--- src/sv/uvs_div.sv ---
// ----------------------------------------------------------------------------
// uvs_div: pipelined restoring divider
// One quotient bit per stage; the caller guarantees quotient < 2**QW.
// ----------------------------------------------------------------------------
module uvs_div #(
  parameter int NW = 19,
  parameter int DW = 11,
  parameter int QW = 9
) (
  input  logic          clk,
  input  logic          en,
  input  logic [NW-1:0] num,
  input  logic [DW-1:0] den,
  output logic [QW-1:0] quo,
  output logic [DW-1:0] rem
);

  localparam int CW = (NW > DW + QW) ? NW : DW + QW;

  logic [CW-1:0] rems [QW];
  logic [QW-1:0] quos [QW];
  logic [DW-1:0] dens [QW];

  for (genvar i = 0; i < QW; i++) begin : g_stage
    logic [CW-1:0] rin;
    logic [QW-1:0] qin;
    logic [DW-1:0] din;
    logic [CW-1:0] sub;

    if (i == 0) begin : g_first
      assign rin = CW'(num);
      assign qin = '0;
      assign din = den;
    end else begin : g_next
      assign rin = rems[i-1];
      assign qin = quos[i-1];
      assign din = dens[i-1];
    end

    assign sub = CW'(din) << (QW - 1 - i);

    always_ff @(posedge clk) begin
      if (en) begin
        dens[i] <= din;
        if (rin >= sub) begin
          rems[i] <= rin - sub;
          quos[i] <= qin | (QW'(1) << (QW - 1 - i));
        end else begin
          rems[i] <= rin;
          quos[i] <= qin;
        end
      end
    end
  end

  assign quo = quos[QW-1];
  assign rem = rems[QW-1][DW-1:0];

endmodule

--- config.mk ---
export PLATFORM = sky130hd
export DESIGN_NAME = uvs_div
export DESIGN_NICKNAME = d
export VERILOG_FILES = /design/src/sv/uvs_div.sv
export SDC_FILE = /design/constraint.sdc
export NUM_CORES = 1
export LEC_CHECK = 0
export ABC_AREA = 1
export BUFFER_PORTS_ARGS = -buffer_cell sky130_fd_sc_hd__clkbuf_2
export CAP_MARGIN = 20
export CORE_MARGIN = 10
export CORE_UTILIZATION = 47
export CTS_CLUSTER_SIZE = 20
export DETAILED_ROUTE_END_ITERATION = 10
export PLACE_DENSITY_LB_ADDON = 0.25
export REMOVE_ABC_BUFFERS = 1
export SYNTH_ARGS = -nofsm -noshare
export SYNTH_HDL_FRONTEND = slang
export SYNTH_SLANG_ARGS = --single-unit
--- constraint.sdc ---
create_clock -name clk -period 6.45 [get_ports clk]
set_clock_uncertainty 0.2 [all_clocks]
set_input_delay 1.29 -clock clk [delete_from_list [all_inputs] [get_ports clk]]
set_output_delay 1.29 -clock clk [all_outputs]
set_load 0.02 [all_outputs]
==> impl_metrics.env <==
export IMPL_worst_slew_pin_slew_ps=974.2
export IMPL_synth_top_cells_by_count="nand2_1 (612), inv_1 (346), edfxtp_1 (304), nor2_1 (152), nand3_1 (144)"
export IMPL_comb_power_share_pct=34.5
export IMPL_core_mm2=0.03767
export IMPL_dr_max_layer_used="met4"
export IMPL_p_int_mw=4.732
export IMPL_ys_flop_type="edfxtp_1"
export IMPL_clk_latency_ps=550
export IMPL_die_area_mm2=0.04646
export IMPL_path_clk_slew_ps=60
export IMPL_crit_type="in -> reg"
export IMPL_p_total_mw=7.449
export IMPL_min_path_type="reg -> reg"
export IMPL_num_vias=13470
export IMPL_yosysTopAreaCell="edfxtp_1"
export IMPL_finalWirelength_um=42840
export IMPL_wl_per_cell_um=16.09
export IMPL_whs_endpoint="quos[7][4]"
export IMPL_vias_per_cell=5.059
export IMPL_yosysSeqAreaShare_pct=50.79
export IMPL_antenna_found_initial=0
export IMPL_cts_tree="built"
export IMPL_n_antenna_cell=0
export IMPL_grt_ovfl_total=0
export IMPL_tns_ps=0
export IMPL_cts_max_path_buffers=3
export IMPL_p_leak_nw=9.228
export IMPL_hold_depth=0
export IMPL_p_sw_share_pct=36.48
export IMPL_dr_wl_met3_um=1318
export IMPL_setup_viol=0
export IMPL_maxCapViolations=0
export IMPL_clockRootBuffer="clkbuf_16"
export IMPL_fin_crit_ps=3386
export IMPL_dr_pass1_iters=7
export IMPL_path_max_fanout=176
export IMPL_layout_nets=2268
export IMPL_rr_worst_depth=10
export IMPL_drtIter0Drc=833
export IMPL_numClockSinks=304
export IMPL_cp_arrival_ps=3480
export IMPL_slew_violations=0
export IMPL_reg2reg_from="dens[0][20]"
export IMPL_slew_headroom_pct=35.05
export IMPL_critPathLaunchType="input pin"
export IMPL_yosysMostFrequentCell="nand2_1"
export IMPL_gp_congestion=0.8834
export IMPL_r2r_end="rems[2][16]"
export IMPL_synth_area_leaders="edfxtp_1 (51%), nand2_1 (13%), inv_1 (7.2%)"
export IMPL_dr_wl_met2_um=22860
export IMPL_cellPowerDensity_mw_per_mm2=374.6
export IMPL_clkPwrFrac_pct=26.0
export IMPL_syn_cell_area_mm2=0.01797
export IMPL_fp_dieW_um=215.6
export IMPL_min_period_over_period_pct=52.49
export IMPL_ctsResizeCount=0
export IMPL_pin_count=52
export IMPL_yosysTopAreaCellShare_pct=50.79
export IMPL_syn_to_final_growth_pct=10.63
export IMPL_cp_end_kind="flip-flop"
export IMPL_fillers=3530
export IMPL_holdCritStartpoint="quos[6][4]"
export IMPL_yosysWarnings=0
export IMPL_utilization_pct=52.79
export IMPL_p_switching_mw=2.718
export IMPL_start_util_pct=47.72
export IMPL_dp_hpwl_um=33960
export IMPL_grt_pass1_wl_um=68920
export IMPL_grt_max_degree=177
export IMPL_rsz0062_at_grt="false"
export IMPL_holdBufCountCts=0
export IMPL_cts_inserted_buffers=35
export IMPL_synth_edff_count=304
export IMPL_synthArstFlopShare_pct=0
export IMPL_first_global_vias=13470
export IMPL_p_seq_share_pct=39.5
export IMPL_track_usage_pct=18.39
export IMPL_post_cts_buffers=0
export IMPL_syn_area_per_cell_um2=8.704
export IMPL_reg2reg_slack_ps=3320
export IMPL_synth_seq_cells=304
export IMPL_wl_met1_um=17190
export IMPL_vdd_ir_drop_max_uv=162.2
export IMPL_cts_htree_levels=2
export IMPL_outcome="completed"
export IMPL_layout_drive_gt1_share_pct=6.970
export IMPL_hold_viol=0
export IMPL_ys_types=45
export IMPL_drcViolationCount=0
export IMPL_syn_inst=2065
export IMPL_rows=71
export IMPL_max_clock_freq_ghz=0.2953
export IMPL_crit_required_ps=6550
export IMPL_port_buffers=51
export IMPL_ant_nets=0
export IMPL_die_y_um=215.6
[power by group through the flow]
stage          combinational [mW]  clock [mW]  sequential, mW
2_1_floorplan                1.92           0            2.89
3_3_place_gp                 2.52           0            2.99
3_5_place_dp                 2.55           0            2.99
4_1_cts                      2.57        1.98            2.95
5_1_grt                      2.97        2.06            2.97
6_report                     2.57        1.93            2.95
[worst max-delay path, stage by stage]
cell and delay, ps:
buf_8 460, buf_12 660, nand3_1 170, nor3_1 180, nand3_1 180, o21a_1 250
[flip-flops by register name, summed over array words and instances, names as in the netlist]
| register | cells |
|---|---|
| quos | 45 |
| rems | 171 |
| dens | 88 |
[routing by layer]
layer	vias up	GRT usage [%]
met5	-	0
met4	0	7.393
met3	84	2.867
met2	244	34.99
met1	6235	19.88
li1	6908	-
[kinds of logic after synthesis]
kind of cell / share of synthesized area [%]
buffers and inverters: 8.207
and+or+nand+nor: 25.02
DFF: 50.79
AOI/OAI and AO/OA: 5.311
xor gates and xnor gates: 2.778
adders and majority gates: 7.894
[how the worst max path moves through the flow]
stage / slack [ps] / startpoint / end / depth (start not counted)
finish: 3060 / en / rems[7][2] / 6
global route: 2810 / en / rems[1][14] / 6
CTS: 3130 / en / rems[1][14] / 6
detailed placement: 2550 / en / rems[1][14] / 6
global placement: 2610 / en / rems[1][14] / 6
floorplan: 2830 / den[9] / rems[0][10] / 8
[placed cells by master, fill, tap and decap left out, types with 5 or more instances in the layout]
cell and n:
o21bai_1 5, nor2_1 152, nand3b_1 15, nor3_1 29
a21o_1 7, xnor2_1 24, ha_1 99, inv_1 346
nand2_1 612, clkbuf_2 50, nor2_2 7, o21a_1 7
xor2_1 33, clkbuf_16 35, nand2_2 6, fa_1 9
clkbuf_1 7, o21ai_0 45, o21ai_1 6, or2_2 8
nor4_1 5, nand3_1 144, a21boi_0 6, o21ai_2 7
nand4_1 53, a21oi_1 78, edfxtp_1 304
[final cells by class]
class                           count  area [um^2]  area share, %
Sequential cell                   304         9129          45.91
Multi-Input combinational cell   1382         7370          37.06
Inverter                          351         1320          6.639
Clock buffer                       42        902.1          4.537
Tap cell                          511        639.4          3.215
Timing Repair Buffer               54        300.3          1.510
Clock inverter                     19        224.0          1.126
[through the flow]
step	setup slack (ps)	instances	hold WS [ps]	cell area, um^2
after floorplan	2833	2037	200.3	17820
after global placement	2612	2602	200.9	18760
after detailed placement	2553	2602	204.5	18760
after CTS	3133	2663	215.5	19880
after global routing	2814	2663	222.5	19880
final	3064	2663	212.2	19880
Note: power is estimated with default switching activity, not from simulation.
