`src/sv/uvs_scale.sv`:
```
// ----------------------------------------------------------------------------
// uvs_scale: position products
// Multiplies the sines, scales by the radius and rounds half away from zero.
// ----------------------------------------------------------------------------
module uvs_scale (
  input  logic               clk,
  input  logic               en,
  input  logic        [15:0] radius,
  input  logic signed [16:0] sin_r,
  input  logic signed [16:0] cos_r,
  input  logic signed [16:0] sin_s,
  input  logic signed [16:0] cos_s,
  output logic signed [16:0] px,
  output logic signed [16:0] py,
  output logic signed [16:0] pz
);

  logic signed [33:0] prx, prz;
  logic signed [16:0] cy;
  logic [30:0] mx, mz;
  logic [15:0] my;
  logic        sx, sy, sz;
  logic [46:0] rx, rz;
  logic [31:0] ry;
  logic        sx3, sy3, sz3;
  logic [47:0] ax, az;
  logic [32:0] ay;
  logic [16:0] qx, qy, qz;

  assign ax = 48'(rx) + (48'(1) << 29);
  assign az = 48'(rz) + (48'(1) << 29);
  assign ay = 33'(ry) + (33'(1) << 14);
  assign qx = ax[46:30];
  assign qz = az[46:30];
  assign qy = ay[31:15];

  always_ff @(posedge clk) begin
    if (en) begin
      prx <= sin_r * sin_s;
      prz <= sin_r * cos_s;
      cy  <= cos_r;
      // take magnitudes, keep signs
      sx  <= prx[33];
      sz  <= prz[33];
      sy  <= cy[16];
      mx  <= prx[33] ? 31'(-prx) : prx[30:0];
      mz  <= prz[33] ? 31'(-prz) : prz[30:0];
      my  <= cy[16] ? 16'(-cy) : cy[15:0];
      rx  <= 47'(mx) * 47'(radius);
      rz  <= 47'(mz) * 47'(radius);
      ry  <= 32'(my) * 32'(radius);
      sx3 <= sx;
      sy3 <= sy;
      sz3 <= sz;
      px  <= sx3 ? -$signed(qx) : $signed(qx);
      py  <= sy3 ? -$signed(qy) : $signed(qy);
      pz  <= sz3 ? -$signed(qz) : $signed(qz);
    end
  end

endmodule

```
`config.mk`:
```
export PLATFORM = sky130hd
export DESIGN_NAME = uvs_scale
export DESIGN_NICKNAME = d
export VERILOG_FILES = /design/src/sv/uvs_scale.sv
export SDC_FILE = /design/constraint.sdc
export NUM_CORES = 2
export LEC_CHECK = 0
export ABC_AREA = 1
export BUFFER_PORTS_ARGS = -buffer_cell sky130_fd_sc_hd__buf_2
export CAP_MARGIN = 10
export CORE_UTILIZATION = 45
export CTS_CLUSTER_DIAMETER = 80
export DETAILED_ROUTE_END_ITERATION = 8
export SYNTH_ARGS = -nofsm -noshare
export SYNTH_HDL_FRONTEND = slang
export SYNTH_SLANG_ARGS = --single-unit
export TNS_END_PERCENT = 20
```
`constraint.sdc`:
```
create_clock -name clk -period 10.5 [get_ports clk]
set_clock_uncertainty 0.15 [all_clocks]
set_input_delay 1.575 -clock clk [delete_from_list [all_inputs] [get_ports clk]]
set_output_delay 1.575 -clock clk [all_outputs]
set_load 0.01 [all_outputs]
```
==> metrics.md <==
| Metric | Value |
|---|---|
| Run status | complete, no violations |
| Vias in the first global route | 64,000 |
| Clock transition time at the flip-flop clock pins of the worst setup and hold paths | 60 ps |
| Detail-routed via count per cell | 5.04 |
| Setup TNS | 0 ps |
| Unrepaired setup endpoints after global routing | no |
| Cell type contributing the most total cell area after synthesis | fa_1 |
| Source-to-sink clock delay at the later pin of the worst-skew pair | about 650 ps |
| Number of standard cells after synthesis | a little under 10,000 |
| Post-CTS Resized | 0 |
| Height of the die | 415 um |
| Area of the die | roughly 0.17 mm^2 |
| Vias post-DR | between 50,000 and 60,000 |
| Core Region | 0.169 mm^2 |
| Net count of the mapped netlist | 12,000 |
| Async set or reset register ratio after synthesis | 0% |
| Placement Rows | 151 |
| Buffers plus inverters on the worst setup path | 6 |
| I/O Pins | 137 |
| Max-cap viol count | 0 |
| Routability congestion estimate from global placement | 0.940 |
| Die Wd | 415 um |
| Average cell area after synthesis | 7.84 um^2 |
| Number of DRC markers after the initial detailed-route iteration | ~3,900 |
| Share of layout cells above drive strength 1 | 3.01% |
| Global-route wire length before repair | ~340,000 um |
| Post-synth EDFFs | 270 |
| Number of nets still failing antenna checks after routing | 0 |
| Worst endpoint required time | 10,750 ps |
| Number of antenna violations at the first check in global routing | 9 |
| CP Data Arrival Time | 7920 ps |
| Worst setup SP type | primary input |
| Path type of the worst min-delay path | flop to flop |
| Final WL | 206,000 um |
| Reg-to-reg slack, setup | 3860 ps |
| Number of sinks on the clock net | 270 |
| Relative area change from synthesis to final layout | 4.60% |
| Count of TritonRoute iterations in the first routing pass | 6 |
| TritonCTS Buffers | 41 |
| Register bit count reported by yosys | 270 |
| Primary flip-flop cell chosen by synthesis mapping | edfxtp_1 |
| Post-detail-place hpwl | 165,000 um |
| Max-slew violations | 0 |
| Share of the synthesized area in the top cell type | 41.4% |
| Buffer count from post-CTS setup fixing | 0 |
| Detail-routed net length per standard cell | 17.4 um |
| Hold_buf cts | 0 |
| Synth unique cells | between 40 and 50 |
| Clock tree from TritonCTS | done |
| Seq/Total Area, Yosys | a little over a tenth |
| Effective utilization at floorplan | 45.4% |
| Type of the worst setup path | primary input to flop |
| Share of the clock period used by the worst path | 73.0% |
| Maximum number of pins on one net before global-route repair | 79 |
| Max Fclk | 130 MHz |
| Post-synthesis cell area | ~0.077 mm^2 |
| Largest fanout on the critical path | 31 |
| Worst Hold Margin | 271 ps |
| Critical Path, Cell by Cell | buf_2, buf_4, nand2_1, fa_1, inv_1, fa_1, fa_1, fa_1, fa_1, inv_1, fa_1, inv_1, ha_1, inv_1, o21ai_0, a21oi_1, o21ai_0, a21oi_1, nand3_1, nand2_1, nand2_1 |
| Non-filler cells, final | 11,800 |
| Cell at the root of the clock tree | clkbuf_16 |
| Max incr delay on CP | 620 ps |
| Yosys warnings | 0 |
| Bufs on Longest Clock Path | 3 |
| Time the final worst path needs with I/O delays and setup | 7670 ps |
| Total instance count after detailed placement | around 12,000 |
| Final setup vio count | 0 |
| Number of nets in the layout | 11,800 |
| Most frequent cell on the critical path | fa_1 |
| Final Hold Fails | 0 |
| Quantity of I/O buffers inserted on ports | 136 |
| Headroom to the max-slew limit | between 20% and 30% |
| Kind of cell with the highest combined delay on the critical path | adder cells |
| Grt ovf | 0 |
| Cell with the largest stage delay on the worst path | buf_4 |
| CP Capture Type | flop |
| Aggregate global-route resource usage | approximately 25% |
| Detailed-route DRC error count | 0 |
| Transition time at the pin with the least slew margin | 1150 ps |
| Synth top area cells | fa_1, inv_1, nand2_1 |
| Depth of the CTS H-tree | 2 |
==> worst paths after layout <==
kind,cells past startpoint,to,from
max,21,rx[45],radius[12]
min,0,sz3,sz
min reg2reg,0,sz3,sz
max reg2reg,21,rx[45],mx[27]
==> sequential cells by signal, summed over array words and instances, names as in the netlist, 18 cells and up <==
register,flops
prz,32
prx,32
rz,18
rx,18
mz,31
ry,18
mx,31
==> metrics by stage <==
step	worst slack (ps)	cell area, um^2	util [%]
finish	2830	80400	47.4
floorplan	3310	76900	-
CTS	2910	80400	47.4
detailed placement	2200	79100	46.7
global placement	2250	79100	46.7
global route	2500	80400	47.4
==> routing by layer <==
| metal | share of wire [%] | GRT usage (%) |
|---|---|---|
| met1 | 44 | 34.8 |
| met2 | 47 | 41.0 |
| met3 | 6.5 | 2.85 |
| met4 | 2.3 | 5.94 |
| met5 | 0 | 0 |
==> worst register-to-register path, stage by stage (launching register included) <==
cell and delay (ps):
edfxtp_1 960, nand2_1 220, fa_1 560, inv_1 50, fa_1 480, inv_1 50
fa_1 490, inv_1 60, fa_1 510, fa_1 510, inv_1 50, fa_1 510
inv_1 50, ha_1 360, inv_1 140, o21ai_0 130, a21oi_1 360, o21ai_0 270
a21oi_1 260, nand3_1 120, nand2_1 90, nand2_1 70
==> area by class of cell <==
class | instances | area [um^2]
fill | 16700 | 89100
multi-input combinational | 6189 | 56200
inverter | 2911 | 10900
sequential | 270 | 8110
tap | 2218 | 2780
timing repair buffer | 182 | 1090
clock buffer | 44 | 1040
clock inverter | 28 | 273
antenna | 5 | 12.5
==> cell families after synthesis <==
family                   Yosys count  synth area share, %
AO/OA/AOI/OAI                    536                 3.82
adder cells (fa/ha/maj)         2103                 49.8
buffers and inverters           3350                 16.4
XOR/XNOR                         192                 2.19
flip-flops                       270                 10.5
AND/OR/NAND/NOR                 3358                 17.3
==> layout by cell type (no fill, tap or decap), types with 10 or more instances in the layout <==
cell type	n
o21ai_0	190
a21oi_1	231
nor3_1	65
inv_1	2905
xnor2_1	64
nand3_1	170
fa_1	1591
nor2_1	349
nand2_2	12
a31oi_1	19
nand3b_1	15
nor4_1	10
edfxtp_1	270
nor2_2	10
nand4_1	65
nand2_1	2641
clkbuf_16	41
ha_1	512
buf_2	135
buf_4	42
a21o_1	14
o21bai_1	39
xor2_1	128
==> cell usage after synthesis (10+ instances only) <==
master    count
a21oi_1     231
nand3b_1     15
nor2_2       10
nor4_1       10
o21ai_0     190
nor2_1      349
buf_1        26
nor3_1       65
o21bai_1     39
nand2_1    2641
inv_1      2905
a31oi_1      19
ha_1        512
clkbuf_1    411
xor2_1      128
nand3_1     170
xnor2_1      64
nand4_1      65
nand2_2      12
edfxtp_1    270
fa_1       1591
a21o_1       14
Power is not shown: default switching activity piles up to over one toggle a cycle in this logic, so the estimate is an artifact.
