===== src/sv/uvs_delay.sv =====
// ----------------------------------------------------------------------------
// uvs_delay: stall-aware delay line
// Carries sideband bits alongside a pipelined unit, advancing on enable.
// ----------------------------------------------------------------------------
module uvs_delay #(
  parameter int W = 8,
  parameter int N = 4
) (
  input  logic         clk,
  input  logic         rst,
  input  logic         en,
  input  logic [W-1:0] d,
  output logic [W-1:0] q
);

  logic [W-1:0] taps [N];

  always_ff @(posedge clk) begin
    if (rst) begin
      for (int i = 0; i < N; i++) taps[i] <= '0;
    end else if (en) begin
      taps[0] <= d;
      for (int i = 1; i < N; i++) taps[i] <= taps[i-1];
    end
  end

  assign q = taps[N-1];

endmodule


===== config.mk =====
export PLATFORM = sky130hd
export DESIGN_NAME = uvs_delay
export DESIGN_NICKNAME = d
export VERILOG_FILES = /design/src/sv/uvs_delay.sv
export SDC_FILE = /design/constraint.sdc
export NUM_CORES = 1
export LEC_CHECK = 0
export BUFFER_PORTS_ARGS = -buffer_cell sky130_fd_sc_hd__buf_4
export CAP_MARGIN = 5
export CORE_UTILIZATION = 54
export DETAILED_ROUTE_END_ITERATION = 10
export PLACE_DENSITY = 0.76
export SYNTH_ARGS = -nofsm -noshare
export SYNTH_HDL_FRONTEND = slang
export SYNTH_SLANG_ARGS = --single-unit

===== constraint.sdc =====
create_clock -name clk -period 1.92 [get_ports clk]
set_input_delay 0.192 -clock clk [delete_from_list [all_inputs] [get_ports clk]]
set_output_delay 0.192 -clock clk [all_outputs]
set_load 0.05 [all_outputs]

==> metrics.yaml, run 1 <==
grt_max_degree: 34
critPathCaptureType: "primary output"
cts-resized-gates: 0
setup_viol: 0
syn_area_um2: 1300
grt_pass1_vias: 635
fin_tns_setup_ns: 0
p_total_mw: 1.27
post_cts_buffers: 0
wl_per_cell_um: 13.5
hold_violations: 0
crit_path_top_delay_cell: "edfxtp_1"
place_ws_ns: 0.760
mostFrequentLayoutCell: "edfxtp_1"
diodes: 0
antenna_found_initial: 0
critPathLaunchType: "register"
utilization: 0.673
largest_registers: "taps (32)"
cp.required_ns: 1.73
cts_inserted_buffers: 5
whs_endpoint: "taps[0][7]"
p_leak_nw: 0.699
syn_to_final_growth_pct: 15.4
wl_um: 1620
seq_area_frac_synth: 0.738
avgSynthCellArea_um2: 18.3
grt_usage: 0.156
cts.sinks: 32
cp_top_family: "flip-flops"
reg2reg_setup_slack_ns: 1.10
ir_worst_vdd_mv: 0.534
top_register: "taps"
finalCritPeriodShare: 0.566
die-width_um: 51.1
cts_tree: "yes"
drive_above_1_share: 0.489
worst-path-max-fanout: 1
clk-insertion-delay-late_ns: 0.32
ant_nets: 0
firstDrtPassIters: 3
num_rows: 17
worst-path-buf-inv: 1
synth_cell_types: 5
slew_violations: 0
gp_congestion: 0.636
cts-root-buf: "clkbuf_4"
gr-total-overflow: 0
rsz0062_at_grt: "false"
die_y_um: 51.1
yosysWarningCount: 0
via_per_inst: 5.18
core_um2: 2230
critPathKind: "register to primary output"
max_freq_mhz: 920
clock_skew_ns: 0.00914
relSlewSlack: 0.839
cp.arrival_ns: 0.89
largest_reg_flops: 32
status: "finished clean"
syn-num-nets: 82
clk_pin_slew_worst_paths_ns: 0.09
worst_pin_slew_ns: 0.241
cts_hold_buf: 0
die-area_um2: 2610
pin_count: 19
start_util: 0.583
r2r_cells: 1
r2r_start: "taps[2][6]"
final_cell_mix: "32 x edfxtp_1, 20 x and3b_2, 20 x buf_4"
h-tree-depth: 2
hold_ws_ns: 0.190
grt_pass1_wl_um: 2800
vias: 621
drtIter0Drc: 2
cts_buffer_depth: 2
whs_path_depth: 2
fin_nets: 103
min_from: "d[7]"
drcViolationCount: 0
critPathMaxStageDelay_ns: 0.38
io_buffer_count: 18
power_per_cell_area_nw_per_um2: 848
fin_ws_ns: 0.833
ys_seq_elements: 32
reg2reg_to: "taps[3][6]"
timing.final.crit_period_ns: 1.09
netlist_instances: 71
maxCapViolations: 0
min_path_type: "input pin to register"
crit_chain: "buf_4"
[area by class of cell]
class | instances | area (um^2)
repair buffers | 20 | 150
clock inverters | 2 | 7.51
clock buffers | 5 | 37.5
multi-input cells | 33 | 312
well taps | 28 | 35.0
flip-flops and latches | 32 | 961
fillers | 162 | 731
[synth_stat cells]
cell / number / area (um^2)
and3b_1: 12 / 105
or2_1: 1 / 6.26
edfxtp_1: 32 / 961
buf_2: 6 / 30.0
and3b_2: 20 / 200
[worst max-delay path by stage]
stage                     from  slack [ns]    endpoint  cells past startpoint
floorplan                  rst        0.45  taps[0][0]                      2
global placement            en        0.79  taps[3][1]                      3
detailed placement          en        0.76  taps[3][3]                      3
CTS                 taps[3][3]        0.81        q[3]                      1
global route        taps[3][5]        0.79        q[5]                      1
finish              taps[3][3]        0.83        q[3]                      1
[power breakdown]
part	total [mW]	switching, mW	internal (mW)
registers	0.827	0.00968	0.817
clock network	0.325	0.198	0.127
logic	0.122	0.0735	0.0489
total	1.27	0.281	0.993
[stage by stage]
step / area, um^2 / std cells
final: 1500 / 120
after global routing: 1500 / 120
after CTS: 1500 / 120
after detailed placement: 1460 / 113
after global placement: 1460 / 113
after floorplan: 1300 / 71
[layer usage]
| metal | wire length (um) | vias up | global-route usage | part of all wire |
|---|---|---|---|---|
| li1 | - | 317 | - | - |
| met1 | 665 | 281 | 0.170 | 0.41 |
| met2 | 861 | 20 | 0.265 | 0.53 |
| met3 | 68 | 3 | 0.0446 | 0.042 |
| met4 | 25 | 0 | 0.0972 | 0.015 |
| met5 | 0 | - | 0 | 0 |
[cells by family after synthesis]
group                  Yosys count  share of synthesized area
DFF                             32                      0.738
and+or+nand+nor                 33                      0.239
buffers and inverters            6                     0.0231
(Power assumes the default switching activity.)
==> run 2, diff against run 1 <==
==> constraint.sdc (replaced) <==
create_clock -name clk -period 1.08 [get_ports clk]
set_input_delay 0.108 -clock clk [delete_from_list [all_inputs] [get_ports clk]]
set_output_delay 0.108 -clock clk [all_outputs]
set_load 0.05 [all_outputs]
==> run 2 against run 1 <==
Net effect: final cell count is the same; via count grew 1.1%; total power grew 78%; sequential share of layout area shrank 0.11 points; core utilization grew 0.11 points; clock power grew 78%; flip-flop and latch count is the same; largest cell class unchanged; clock skew shrank 0.0037 ns; critical path type unchanged; global-route usage shrank 0.83 points; non-clock buffer count is the same; count of clock-buffer cells in the layout is the same.
==> metrics.yaml, run 2 (same netlist as run 1, synthesis figures left out) <==
critPathMaxStageDelay_ns: 0.38
max_freq_mhz: 1000
wl_um: 1540
final_cell_area_um2: 1510
largest_reg_flops: 32
maxCapViolations: 0
h-tree-depth: 2
cts_inserted_buffers: 5
firstDrtPassIters: 4
clk-insertion-delay-late_ns: 0.31
io_buffer_count: 18
crit_chain: "buf_4"
hold_violations: 0
critPathCaptureType: "primary output"
ir_worst_vdd_mv: 1.01
cts.sinks: 32
mostFrequentLayoutCell: "edfxtp_1"
via_per_inst: 5.23
clk_pin_slew_worst_paths_ns: 0.09
place_inst: 113
r2r_cells: 1
clock_skew_ns: 0.00545
startpoint: "taps[3][3]"
fin_tns_setup_ns: 0
cts_buffer_depth: 2
fin_nets: 103
placed_area_um2: 1460
drcViolationCount: 0
cp.required_ns: 0.97
gp_congestion: 0.614
vias: 628
grt_usage: 0.148
cp.depth: 1
crit_path_top_delay_cell: "edfxtp_1"
status: "finished clean"
die-width_um: 51.1
core_um2: 2230
finalCritPeriodShare: 0.923
reg2reg_to: "taps[2][3]"
die-area_um2: 2610
min_path_type: "input pin to register"
reg2reg_setup_slack_ns: 0.27
antenna_found_initial: 0
post_cts_buffers: 0
timing.final.crit_period_ns: 0.997
ant_nets: 0
setup_viol: 0
cts_tree: "yes"
syn_to_final_growth_pct: 15.6
top_register: "taps"
cp_top_family: "flip-flops"
instances_no_fill: 120
gr-total-overflow: 0
cts-root-buf: "clkbuf_4"
wl_per_cell_um: 12.8
critPathLaunchType: "register"
final_cell_mix: "32 x edfxtp_1, 20 x and3b_2, 20 x buf_4"
grt_pass1_wl_um: 2580
drtIter0Drc: 6
worst-path-buf-inv: 1
cts-resized-gates: 0
critPathKind: "register to primary output"
fill_cells: 157
cp.arrival_ns: 0.89
power_per_cell_area_nw_per_um2: 1510
utilization: 0.674
worstSetupEndpoint: "q[3]"
worst-path-max-fanout: 1
num_rows: 17
pin_count: 19
diodes: 0
cts_hold_buf: 0
largest_registers: "taps (32)"
drive_above_1_share: 0.500
start_util: 0.583
slew_violations: 0
grt_max_degree: 33
p_leak_nw: 0.701
r2r_start: "taps[1][3]"
relSlewSlack: 0.722
rsz0062_at_grt: "false"
grt_pass1_vias: 596
worst_pin_slew_ns: 0.417
die_y_um: 51.1
hold_ws_ns: 0.107
==> run 2: layer usage <==
layer / GRT usage / share of wire / vias to the layer above
li1: - / - / 316
met1: 0.172 / 0.45 / 288
met5: 0 / 0 / -
met4: 0.111 / 0.020 / 0
met3: 0.0536 / 0.048 / 4
met2: 0.221 / 0.49 / 20
==> run 2: layout make-up <==
cell class	instances	area [um^2]	share of cell area
clock inverter	2	7.51	0.00499
timing repair buffer	20	150	0.0998
multi-input combinational	33	314	0.209
sequential	32	961	0.638
tap	28	35.0	0.0233
clock buffer	5	37.5	0.0249
==> run 2: through the flow <==
stage / total power [mW] / setup WS (ns)
detailed placement: 1.72 / 0.133
finish: 2.27 / 0.0832
global route: 2.37 / 0.0383
CTS: 2.29 / 0.0553
floorplan: 1.64 / 0.173
global placement: 1.71 / 0.152
==> run 2: worst min path at each step <==
stage / start / end / depth (start not counted)
2_1_floorplan: d[4] / taps[0][4] / 1
3_3_place_gp: d[4] / taps[0][4] / 2
3_5_place_dp: d[4] / taps[0][4] / 2
4_1_cts: d[4] / taps[0][4] / 2
5_1_grt: d[4] / taps[0][4] / 2
6_report: d[4] / taps[0][4] / 2
==> run 2: power by group <==
part | total, mW | internal, mW | switching [mW]
clock network | 0.580 | 0.227 | 0.353
logic | 0.218 | 0.0884 | 0.130
registers | 1.47 | 1.45 | 0.0162
total | 2.27 | 1.77 | 0.499
